### config.mk
export PLATFORM = sky130hd
export DESIGN_NAME = sorted_delta_bitpack_encoder_top
export DESIGN_NICKNAME = d
export VERILOG_FILES = /design/src/hdl/sdbp_pkg.sv /design/src/hdl/sorted_delta_bitpack_encoder_top.sv /design/src/hdl/sdbp_ram.sv /design/src/hdl/sdbp_front.sv /design/src/hdl/sdbp_back.sv
export SDC_FILE = /design/constraint.sdc
export NUM_CORES = 2
export LEC_CHECK = 0
export BUFFER_PORTS_ARGS = -buffer_cell sky130_fd_sc_hd__buf_4
export CORE_UTILIZATION = 65
export CTS_BUF_LIST = sky130_fd_sc_hd__clkbuf_4
export CTS_CLUSTER_DIAMETER = 120
export DETAILED_ROUTE_END_ITERATION = 10
export PLACE_DENSITY_LB_ADDON = 0.05
export SLEW_MARGIN = 20
export SYNTH_ARGS = -nofsm -noshare
export SYNTH_HDL_FRONTEND = slang
export SYNTH_HIERARCHICAL = 1
export SYNTH_SLANG_ARGS = --single-unit
### constraint.sdc
create_clock -name clk -period 14.1 [get_ports clk]
set_input_delay 1.41 -clock clk [delete_from_list [all_inputs] [get_ports clk]]
set_output_delay 1.41 -clock clk [all_outputs]
set_load 0.02 [all_outputs]
### src/hdl/sdbp_pkg.sv
// Shared types and helpers for the sorted delta bit-pack encoder.
// Used by every module under hdl but sdbp_ram; depends on nothing.
package sdbp_pkg;

  localparam int unsigned MaxIdsDefault = 64;
  localparam int unsigned IdW    = 32;
  localparam int unsigned WordW  = 64;
  localparam int unsigned HdrW   = 5;
  localparam int unsigned BytesW = 9;
  localparam int unsigned KeptW  = 7;
  // stream length in bits, up to 32 + 5 + 64 * 32 with the default MAX_IDS
  localparam int unsigned PosW   = 12;

  localparam logic OP_LOAD   = 1'b0;
  localparam logic OP_ENCODE = 1'b1;

  typedef struct packed {
    logic            op;
    logic [IdW-1:0]  id_value;
  } in_item_t;

  typedef struct packed {
    logic [WordW-1:0]  packed_word;
    logic              last;
    logic [BytesW-1:0] total_bytes;
    logic [KeptW-1:0]  kept_count;
    logic              dup_seen;
    logic              overflow;
  } out_item_t;

  // command handed from the front queue to the back end
  typedef struct packed {
    logic           encode;
    logic [IdW-1:0] id;
  } cmd_t;

  // bits needed to hold v, at least one
  function automatic logic [5:0] width_for(logic [IdW-1:0] v);
    logic [5:0] n;
    n = 6'd1;
    for (int k = 0; k < IdW; k++) begin
      if (v[k]) n = 6'(k + 1);
    end
    return n;
  endfunction

endpackage

### src/hdl/sorted_delta_bitpack_encoder_top.sv
// Sorted delta bit-pack encoder: channel ports, APB register and the
// front queue / back end pair. Uses sdbp_pkg, sdbp_front, sdbp_back.
//
// Usage:
//   Input channel (item_valid/item_ready/item): op 0 loads one id, op 1
//   encodes all loaded ids and clears the store. Ids past MAX_IDS are dropped
//   and flagged as overflow on the last word of the next encode.
//   Output channel (res_valid/res_ready/res): 64-bit words of the packed
//   stream, LSB first; the last word carries size, kept count and flags.
//   APB register 0 (bit 0): unique_mode, to be written only while idle; the block does not enforce this.
// Operation:
//   A load keeps the store sorted by insertion: one read and one compare
//   step per shifted entry on the single store read port. An encode scans
//   the store for width and kept count, writes the header, then packs the
//   deltas and sends the output words. A two-entry queue in front lets new
//   transactions be taken while the back end works.
// Reset clears the queue, the id count, the overflow flag and unique_mode.
// A stalled receiver holds the current word and pauses the packer.
module sorted_delta_bitpack_encoder_top #(
  parameter int unsigned MAX_IDS = sdbp_pkg::MaxIdsDefault
) (
  input  logic                clk,
  input  logic                rst,
  input  logic                item_valid,
  output logic                item_ready,
  input  sdbp_pkg::in_item_t  item,
  output logic                res_valid,
  input  logic                res_ready,
  output sdbp_pkg::out_item_t res,
  input  logic                psel,
  input  logic                penable,
  input  logic                pwrite,
  input  logic [2:0]          paddr,
  input  logic [31:0]         pwdata,
  output logic [31:0]         prdata,
  output logic                pready
);

  logic           unique_mode;
  logic           cmd_valid;
  logic           cmd_ready;
  sdbp_pkg::cmd_t cmd;

  assign pready = 1'b1;
  assign prdata = (paddr[2] == 1'b0) ? {31'd0, unique_mode} : 32'd0;

  // register write on the access phase
  always_ff @(posedge clk) begin
    if (rst) begin
      unique_mode <= 1'b0;
    end else if (psel && penable && pwrite && (paddr[2] == 1'b0)) begin
      unique_mode <= pwdata[0];
    end
  end

  sdbp_front u_front (
    .clk       (clk),
    .rst       (rst),
    .item_valid(item_valid),
    .item_ready(item_ready),
    .item      (item),
    .cmd_valid (cmd_valid),
    .cmd_ready (cmd_ready),
    .cmd       (cmd)
  );

  sdbp_back #(.MAX_IDS(MAX_IDS)) u_back (
    .clk        (clk),
    .rst        (rst),
    .unique_mode(unique_mode),
    .cmd_valid  (cmd_valid),
    .cmd_ready  (cmd_ready),
    .cmd        (cmd),
    .res_valid  (res_valid),
    .res_ready  (res_ready),
    .res        (res)
  );

endmodule

### src/hdl/sdbp_ram.sv
// Generic single-write, single-read RAM with registered read data.
// No dependencies.
module sdbp_ram #(
  parameter int unsigned WIDTH = 32,
  parameter int unsigned DEPTH = 64,
  localparam int unsigned AW = (DEPTH > 1) ? $clog2(DEPTH) : 1
) (
  input  logic             clk,
  input  logic             we,
  input  logic [AW-1:0]    waddr,
  input  logic [WIDTH-1:0] wdata,
  input  logic [AW-1:0]    raddr,
  output logic [WIDTH-1:0] rdata
);

  logic [WIDTH-1:0] mem [DEPTH];

  // write port and registered read port
  always_ff @(posedge clk) begin
    if (we) mem[waddr] <= wdata;
    rdata <= mem[raddr];
  end

endmodule

### src/hdl/sdbp_front.sv
// Front end: accepts input transactions, classifies them into commands
// and holds them in a two-entry queue for the back end. Uses sdbp_pkg.
module sdbp_front (
  input  logic              clk,
  input  logic              rst,
  input  logic              item_valid,
  output logic              item_ready,
  input  sdbp_pkg::in_item_t item,
  output logic              cmd_valid,
  input  logic              cmd_ready,
  output sdbp_pkg::cmd_t    cmd
);

  sdbp_pkg::cmd_t slots [2];
  logic       wr_ptr;
  logic       rd_ptr;
  logic [1:0] fill;
  logic       push;
  logic       pop;

  assign item_ready = (fill != 2'd2);
  assign cmd_valid  = (fill != 2'd0);
  assign cmd        = slots[rd_ptr];
  assign push       = item_valid && item_ready;
  assign pop        = cmd_valid && cmd_ready;

  // store the classified command
  always_ff @(posedge clk) begin
    if (push) begin
      slots[wr_ptr].encode <= (item.op == sdbp_pkg::OP_ENCODE);
      slots[wr_ptr].id     <= item.id_value;
    end
  end

  // advance queue pointers
  always_ff @(posedge clk) begin
    if (rst) begin
      wr_ptr <= 1'b0;
      rd_ptr <= 1'b0;
      fill   <= 2'd0;
    end else begin
      if (push) wr_ptr <= ~wr_ptr;
      if (pop)  rd_ptr <= ~rd_ptr;
      case ({push, pop})
        2'b10:   fill <= fill + 2'd1;
        2'b01:   fill <= fill - 2'd1;
        default: fill <= fill;
      endcase
    end
  end

`ifndef SYNTHESIS
  a_fill_max: assert property (@(posedge clk) disable iff (rst) fill <= 2'd2)
    else $error("queue fill out of range");
  a_full_no_push: assert property (@(posedge clk) disable iff (rst)
    (fill == 2'd2 && !pop) |=> (fill == 2'd2))
    else $error("queue lost an entry while full");
  a_empty_no_pop: assert property (@(posedge clk) disable iff (rst)
    (fill == 2'd0 && !push) |=> (fill == 2'd0))
    else $error("queue gained an entry with no push");
`endif

endmodule

### src/hdl/sdbp_back.sv
// Back end: keeps the id store sorted by insertion on each load, then on
// encode scans for width and kept count and packs the stream. Uses sdbp_pkg, sdbp_ram.
module sdbp_back #(
  parameter int unsigned MAX_IDS = sdbp_pkg::MaxIdsDefault
) (
  input  logic                clk,
  input  logic                rst,
  input  logic                unique_mode,
  input  logic                cmd_valid,
  output logic                cmd_ready,
  input  sdbp_pkg::cmd_t      cmd,
  output logic                res_valid,
  input  logic                res_ready,
  output sdbp_pkg::out_item_t res
);

  localparam int unsigned CW = $clog2(MAX_IDS + 1);
  localparam int unsigned AW = (MAX_IDS > 1) ? $clog2(MAX_IDS) : 1;

  typedef enum logic [9:0] {
    S_IDLE     = 10'b0000000001,
    S_INS_RD   = 10'b0000000010,
    S_INS_CMP  = 10'b0000000100,
    S_INS_PUT  = 10'b0000001000,
    S_SCAN_RD  = 10'b0000010000,
    S_SCAN_USE = 10'b0000100000,
    S_HDR      = 10'b0001000000,
    S_EMIT_RD  = 10'b0010000000,
    S_EMIT_USE = 10'b0100000000,
    S_FLUSH    = 10'b1000000000
  } state_t;

  state_t                      state;
  logic [CW-1:0]               load_count;
  logic                        overflow_flag;
  logic [31:0]                 key;
  logic [CW-1:0]               idx;
  logic [31:0]                 prev;
  logic [31:0]                 max_gap;
  logic [sdbp_pkg::KeptW-1:0]  kept;
  logic                        dup;
  logic [5:0]                  wid;
  logic [127:0]                acc;
  logic [6:0]                  acc_bits;
  logic [sdbp_pkg::PosW-1:0]   tot;

  logic          we;
  logic [AW-1:0] waddr;
  logic [31:0]   wdata;
  logic [AW-1:0] raddr;
  logic [31:0]   rdata;
  logic [31:0]   delta;
  logic          skip;
  logic          slot_free;
  logic          emit;
  logic [sdbp_pkg::PosW-1:0] tot_round;

  sdbp_ram #(.WIDTH(32), .DEPTH(MAX_IDS)) u_store (
    .clk  (clk),
    .we   (we),
    .waddr(waddr),
    .wdata(wdata),
    .raddr(raddr),
    .rdata(rdata)
  );

  assign cmd_ready = (state == S_IDLE);
  assign slot_free = !res_valid || res_ready;
  assign emit      = slot_free &&
                     (((state == S_EMIT_RD) && (acc_bits > 7'd64)) || (state == S_FLUSH));
  assign delta     = rdata - prev;
  assign skip      = (idx != '0) && (delta == 32'd0) && unique_mode;
  assign tot_round = tot + sdbp_pkg::PosW'(7);

  // store port control
  always_comb begin
    we    = 1'b0;
    waddr = idx[AW-1:0];
    wdata = key;
    raddr = idx[AW-1:0];
    unique case (state)
      S_INS_RD: raddr = AW'(idx - CW'(1));
      S_INS_CMP: begin
        if (rdata > key) begin
          we    = 1'b1;
          wdata = rdata;
        end
      end
      S_INS_PUT: we = 1'b1;
      default: ;
    endcase
  end

  // hold the output word until the receiver takes it
  always_ff @(posedge clk) begin
    if (rst) begin
      res_valid <= 1'b0;
    end else if (emit) begin
      res_valid <= 1'b1;
    end else if (res_ready) begin
      res_valid <= 1'b0;
    end
  end

  // sequencer
  always_ff @(posedge clk) begin
    if (rst) begin
      state         <= S_IDLE;
      load_count    <= '0;
      overflow_flag <= 1'b0;
      acc_bits      <= '0;
    end else begin
      unique case (state)
        S_IDLE: begin
          if (cmd_valid) begin
            key <= cmd.id;
            if (!cmd.encode) begin
              idx <= load_count;
              if (load_count == CW'(MAX_IDS)) overflow_flag <= 1'b1;
              else if (load_count == '0) state <= S_INS_PUT;
              else state <= S_INS_RD;
            end else if (load_count == '0) begin
              kept     <= '0;
              dup      <= 1'b0;
              acc      <= '0;
              acc_bits <= 7'd32;
              tot      <= sdbp_pkg::PosW'(32);
              state    <= S_FLUSH;
            end else begin
              idx     <= '0;
              prev    <= '0;
              max_gap <= '0;
              kept    <= '0;
              dup     <= 1'b0;
              state   <= S_SCAN_RD;
            end
          end
        end
        S_INS_RD: state <= S_INS_CMP;
        S_INS_CMP: begin
          // shift the larger entry up, or drop the key in place
          if (rdata > key) begin
            idx   <= idx - CW'(1);
            state <= (idx == CW'(1)) ? S_INS_PUT : S_INS_RD;
          end else begin
            state <= S_INS_PUT;
          end
        end
        S_INS_PUT: begin
          load_count <= load_count + CW'(1);
          state      <= S_IDLE;
        end
        S_SCAN_RD: state <= S_SCAN_USE;
        S_SCAN_USE: begin
          if (delta > max_gap) max_gap <= delta;
          if (!skip) kept <= kept + sdbp_pkg::KeptW'(1);
          if ((idx != '0) && (delta == 32'd0) && !unique_mode) dup <= 1'b1;
          prev <= rdata;
          idx  <= idx + CW'(1);
          state <= (idx + CW'(1) == load_count) ? S_HDR : S_SCAN_RD;
        end
        S_HDR: begin
          wid      <= sdbp_pkg::width_for(max_gap);
          acc      <= {91'd0, 5'(sdbp_pkg::width_for(max_gap) - 6'd1),
                       25'd0, kept};
          acc_bits <= 7'd37;
          tot      <= sdbp_pkg::PosW'(37);
          idx      <= '0;
          prev     <= '0;
          state    <= S_EMIT_RD;
        end
        S_EMIT_RD: begin
          // drain a full word before the next delta goes in
          if (acc_bits > 7'd64) begin
            if (slot_free) begin
              res.packed_word <= acc[63:0];
              res.last        <= 1'b0;
              res.total_bytes <= '0;
              res.kept_count  <= '0;
              res.dup_seen    <= 1'b0;
              res.overflow    <= 1'b0;
              acc      <= acc >> 64;
              acc_bits <= acc_bits - 7'd64;
            end
          end else begin
            state <= S_EMIT_USE;
          end
        end
        S_EMIT_USE: begin
          if (!skip) begin
            acc      <= acc | ({96'd0, delta} << acc_bits);
            acc_bits <= acc_bits + 7'(wid);
            tot      <= tot + sdbp_pkg::PosW'(wid);
            prev     <= rdata;
          end
          idx   <= idx + CW'(1);
          state <= (idx + CW'(1) == load_count) ? S_FLUSH : S_EMIT_RD;
        end
        S_FLUSH: begin
          if (slot_free) begin
            res.packed_word <= acc[63:0];
            acc             <= acc >> 64;
            if (acc_bits <= 7'd64) begin
              res.last        <= 1'b1;
              res.total_bytes <= tot_round[sdbp_pkg::BytesW+2:3];
              res.kept_count  <= kept;
              res.dup_seen    <= dup;
              res.overflow    <= overflow_flag;
              acc_bits        <= '0;
              load_count      <= '0;
              overflow_flag   <= 1'b0;
              state           <= S_IDLE;
            end else begin
              res.last        <= 1'b0;
              res.total_bytes <= '0;
              res.kept_count  <= '0;
              res.dup_seen    <= 1'b0;
              res.overflow    <= 1'b0;
              acc_bits        <= acc_bits - 7'd64;
            end
          end
        end
        default: state <= S_IDLE;
      endcase
    end
  end

`ifndef SYNTHESIS
  a_count_max: assert property (@(posedge clk) disable iff (rst)
    load_count <= CW'(MAX_IDS))
    else $error("load count past capacity");
  a_acc_bound: assert property (@(posedge clk) disable iff (rst)
    acc_bits <= 7'd96)
    else $error("bit buffer overrun");
  a_idle_empty: assert property (@(posedge clk) disable iff (rst)
    (state == S_IDLE) |-> (acc_bits == 7'd0))
    else $error("bits left in buffer after encode");
`endif

endmodule

==> reports/results.ini <==
[run_status]
status = finished clean

[clocking]
clock-root-buffer = clkbuf_4
cts_max_level = 6
cts.sinks = 2518
clk_pin_slew_ns = 0.07
cts_hold_buf = 0
clk_path_buf_depth = 4
cts_resized = 0
cts_tree = done
post-cts-setup-buffers = 0
cts_buffers = 637
clkLatencyLatePin_ns = 1.42

[place]
routabilityCongestion = 0.933
port_buffers = 127
place_hpwl_um = 174000
dpl_worst_slack_ns = 7.93
dp_cells = 8297

[power_and_ir_drop]
peakVddDrop_uv = 128
p_total_mw = 20.2
cellLeakagePower_nw = 39.7
power_density_nw_per_um2 = 171

[sta]
max_freq_mhz = 166
relSlewSlack = 0.183
grt_setup_unrepaired = false
period_minus_slack_ns = 6.04
setup_ws_ns = 8.06
tightest_slew_ns = 1.21
finalMaxSlewViolations = 0
skew_ns = 0.0970
hold_violations = 0
tns_ns = 0
fin_crit_sh = 0.428
finalSetupViolCount = 0

[floorplanning]
fp.dieH_um = 406
initial_utilization = 0.657
io_pins = 193
core_um2 = 161000
dieArea_um2 = 165000
dieWidth_um = 406
fp-row-count = 147

[flow_run]
cap_violations = 0

[yosys]
synth-seq-cells = 2518
synth-simple-area-share = 0.0488
synth_mux_area_frac = 0.123
synth_edf_count = 2454
synth_fa_ha_area_frac = 0.0143
synth_top_area_frac = 0.695
synth_top_family_by_area = multiplexers
synth-compound-area-share = 0.0743
synthArstFlopShare = 0
netlist_top_cells_area = edfxtp_1 69%, mux4_2 9.8%, mux2i_1 2.1%
ys_types = 123
synth_xor_area_frac = 0.00642
synthFlopType = edfxtp_1
yosys_warnings = 6
ys_seq_area_frac = 0.707
synth_cells = 6175
syn-cell-area_um2 = 106000
avgSynthCellArea_um2 = 17.2
synth_top_cell_by_area = edfxtp_1

[grt]
grt_max_degree = 117
groute.usage.overall = 0.360
antenna_found_initial = 20
overflow = 0
grt_pass1_wl_um = 419000
grt_pass1_vias = 62000

[cells_and_area]
syn2layout_area_growth_pct = 11.1
drive_gt1_frac = 0.276
fin_cells = 9377
final_core_util = 0.730
fin_nets = 6970

[route]
postRouteAntennaNets = 0
dr.pass1.iters = 8
via_per_inst = 6.71
wire_per_inst_um = 31.1
drc = 0
totalWireLength_um = 292000
drt_iter0_drc = 7969
vias = 62900

[setup_path]
crit_path_end_kind = flip-flop
cp_max_fo = 25
worstPathArrival_ns = 7.06
cp.required_ns = 15.12
startpoint_type = flip-flop
path_class = reg -> reg

[worst_hold_path]
hp-class = in -> reg

-- per-stage QoR --
| stage | area (um^2) | hold slack (ns) |
|---|---|---|
| after floorplan | 106000 | 0.421 |
| after global placement | 110000 | 0.440 |
| after detailed placement | 110000 | 0.439 |
| after global routing | 118000 | 0.0837 |
| final | 118000 | 0.176 |
| after CTS | 118000 | 0.0297 |
-- synth_stat cells (24+ instances only) --
library cell  count
a211oi_1         45
a21o_1           52
a21oi_1         171
a221oi_1         40
a22oi_1         180
a31oi_1          45
and2_1           61
buf_2            67
buf_4            63
buf_6            38
clkbuf_1        186
dfxtp_1          64
edfxtp_1       2454
ha_1            116
inv_1           145
mux2_2           38
mux2i_1         223
mux4_2          460
nand2_1         258
nand2b_1         32
nand3_1          91
nand4_1          42
nor2_1          358
nor2b_1          32
nor3_1           52
o211ai_1         42
o21a_1           24
o21ai_0         206
o221ai_1         27
o22ai_1          55
xnor2_1          32
xor2_1           37
-- critical path, cell delays in order (launching register included) --
cell	delay, ns
dfxtp_1	0.30
inv_1	0.32
ha_1	0.26
inv_1	0.06
fa_1	0.43
a211oi_2	0.33
o21ai_2	0.16
a22oi_1	0.32
o21ai_1	0.17
xnor2_1	0.67
inv_1	0.18
ha_1	0.33
nor2b_1	0.13
o21ai_0	0.09
nand2b_1	0.07
a21oi_1	0.06
nor2b_1	0.12
o21ai_0	0.08
nand2b_1	0.07
a21oi_1	0.06
o311a_1	0.32
a2111oi_4	0.64
buf_4	0.46
-- flip-flops by register name, indices dropped and copies added (netlist names), 10 cells and up, named ones only --
register and flops:
u_front/slots 66, u_back/prev 32, u_back/u_store/mem 2048, u_back/tot 12
u_back/key 32, u_back/acc 128, u_back/res 83, u_back/u_store/rdata 32
u_back/state 10, u_back/max_gap 32
-- final cells by class --
class	instances	area (um^2)
multi-input cells	3145	29500
fillers	10200	43500
inverters	161	607
flip-flops and latches	2518	75000
clock buffers	911	6840
clock inverters	147	727
well taps	2160	2700
diodes	22	55.1
repair buffers	313	2410
-- per-layer routing --
layer	vias up	global-route usage	part of all wire
li1	26500	-	-
met1	31900	0.486	0.37
met2	3863	0.563	0.48
met3	611	0.0814	0.11
met4	8	0.169	0.046
met5	-	0	0.00019
-- final timing paths --
check                                                     start                                to  slack (ns)  cells after the start
worst max register to register  u_back/u_store/rdata[0]$_DFF_P_  u_back/max_gap[16]$_SDFFCE_PN0P_        8.06                     22
worst max-delay path            u_back/u_store/rdata[0]$_DFF_P_  u_back/max_gap[16]$_SDFFCE_PN0P_        8.06                     22
worst min-delay path                                   item[22]    u_front/slots[0][22]$_DFFE_PP_        0.18                      1
worst min register to register         u_back/acc[41]$_DFFE_PP_          u_back/res[60]$_DFFE_PP_        0.46                      0
-- power by group --
| part | switching, mW | total [mW] | internal [mW] |
|---|---|---|---|
| registers | 0.219 | 9.08 | 8.86 |
| clock network | 2.84 | 5.89 | 3.06 |
| logic | 3.52 | 5.22 | 1.70 |
-- layout by cell type, fill, tap and decap left out, drive strengths merged, types with 18 or more instances in the layout --
cell	netlist	final
o211ai	46	46
nand4	43	43
o22ai	55	55
ha	116	116
nand2	258	258
nor4	21	21
or2	25	25
conb	2	32
o21a	24	24
o21ai	229	229
mux4	461	461
buf	194	313
xnor2	35	35
diode	0	22
nor3	58	58
a31oi	46	46
a22o	18	18
nor2	359	359
clkbuf	187	911
clkinv	3	129
o221ai	27	27
nor2b	32	32
mux2	40	40
a221oi	42	42
nand3	91	91
a21o	54	54
nand2b	33	33
and3	24	24
a21oi	180	180
inv	158	172
mux2i	223	223
a211oi	49	49
dfxtp	64	64
and2	63	63
edfxtp	2454	2454
a22oi	181	181
xor2	38	38
-- cell families (layout without fill, tap and decap cells) --
kind of cell	Yosys count	count (layout)
flip-flops	2518	2518
AO/OA/AOI/OAI	1125	1125
AND/OR/NAND/NOR	1072	1072
multiplexers	724	724
buffers and inverters	542	1532
adder cells (fa/ha/maj)	119	119
XOR/XNOR	73	73
other	2	54
No activity file was read; power rests on OpenSTA's default activity.
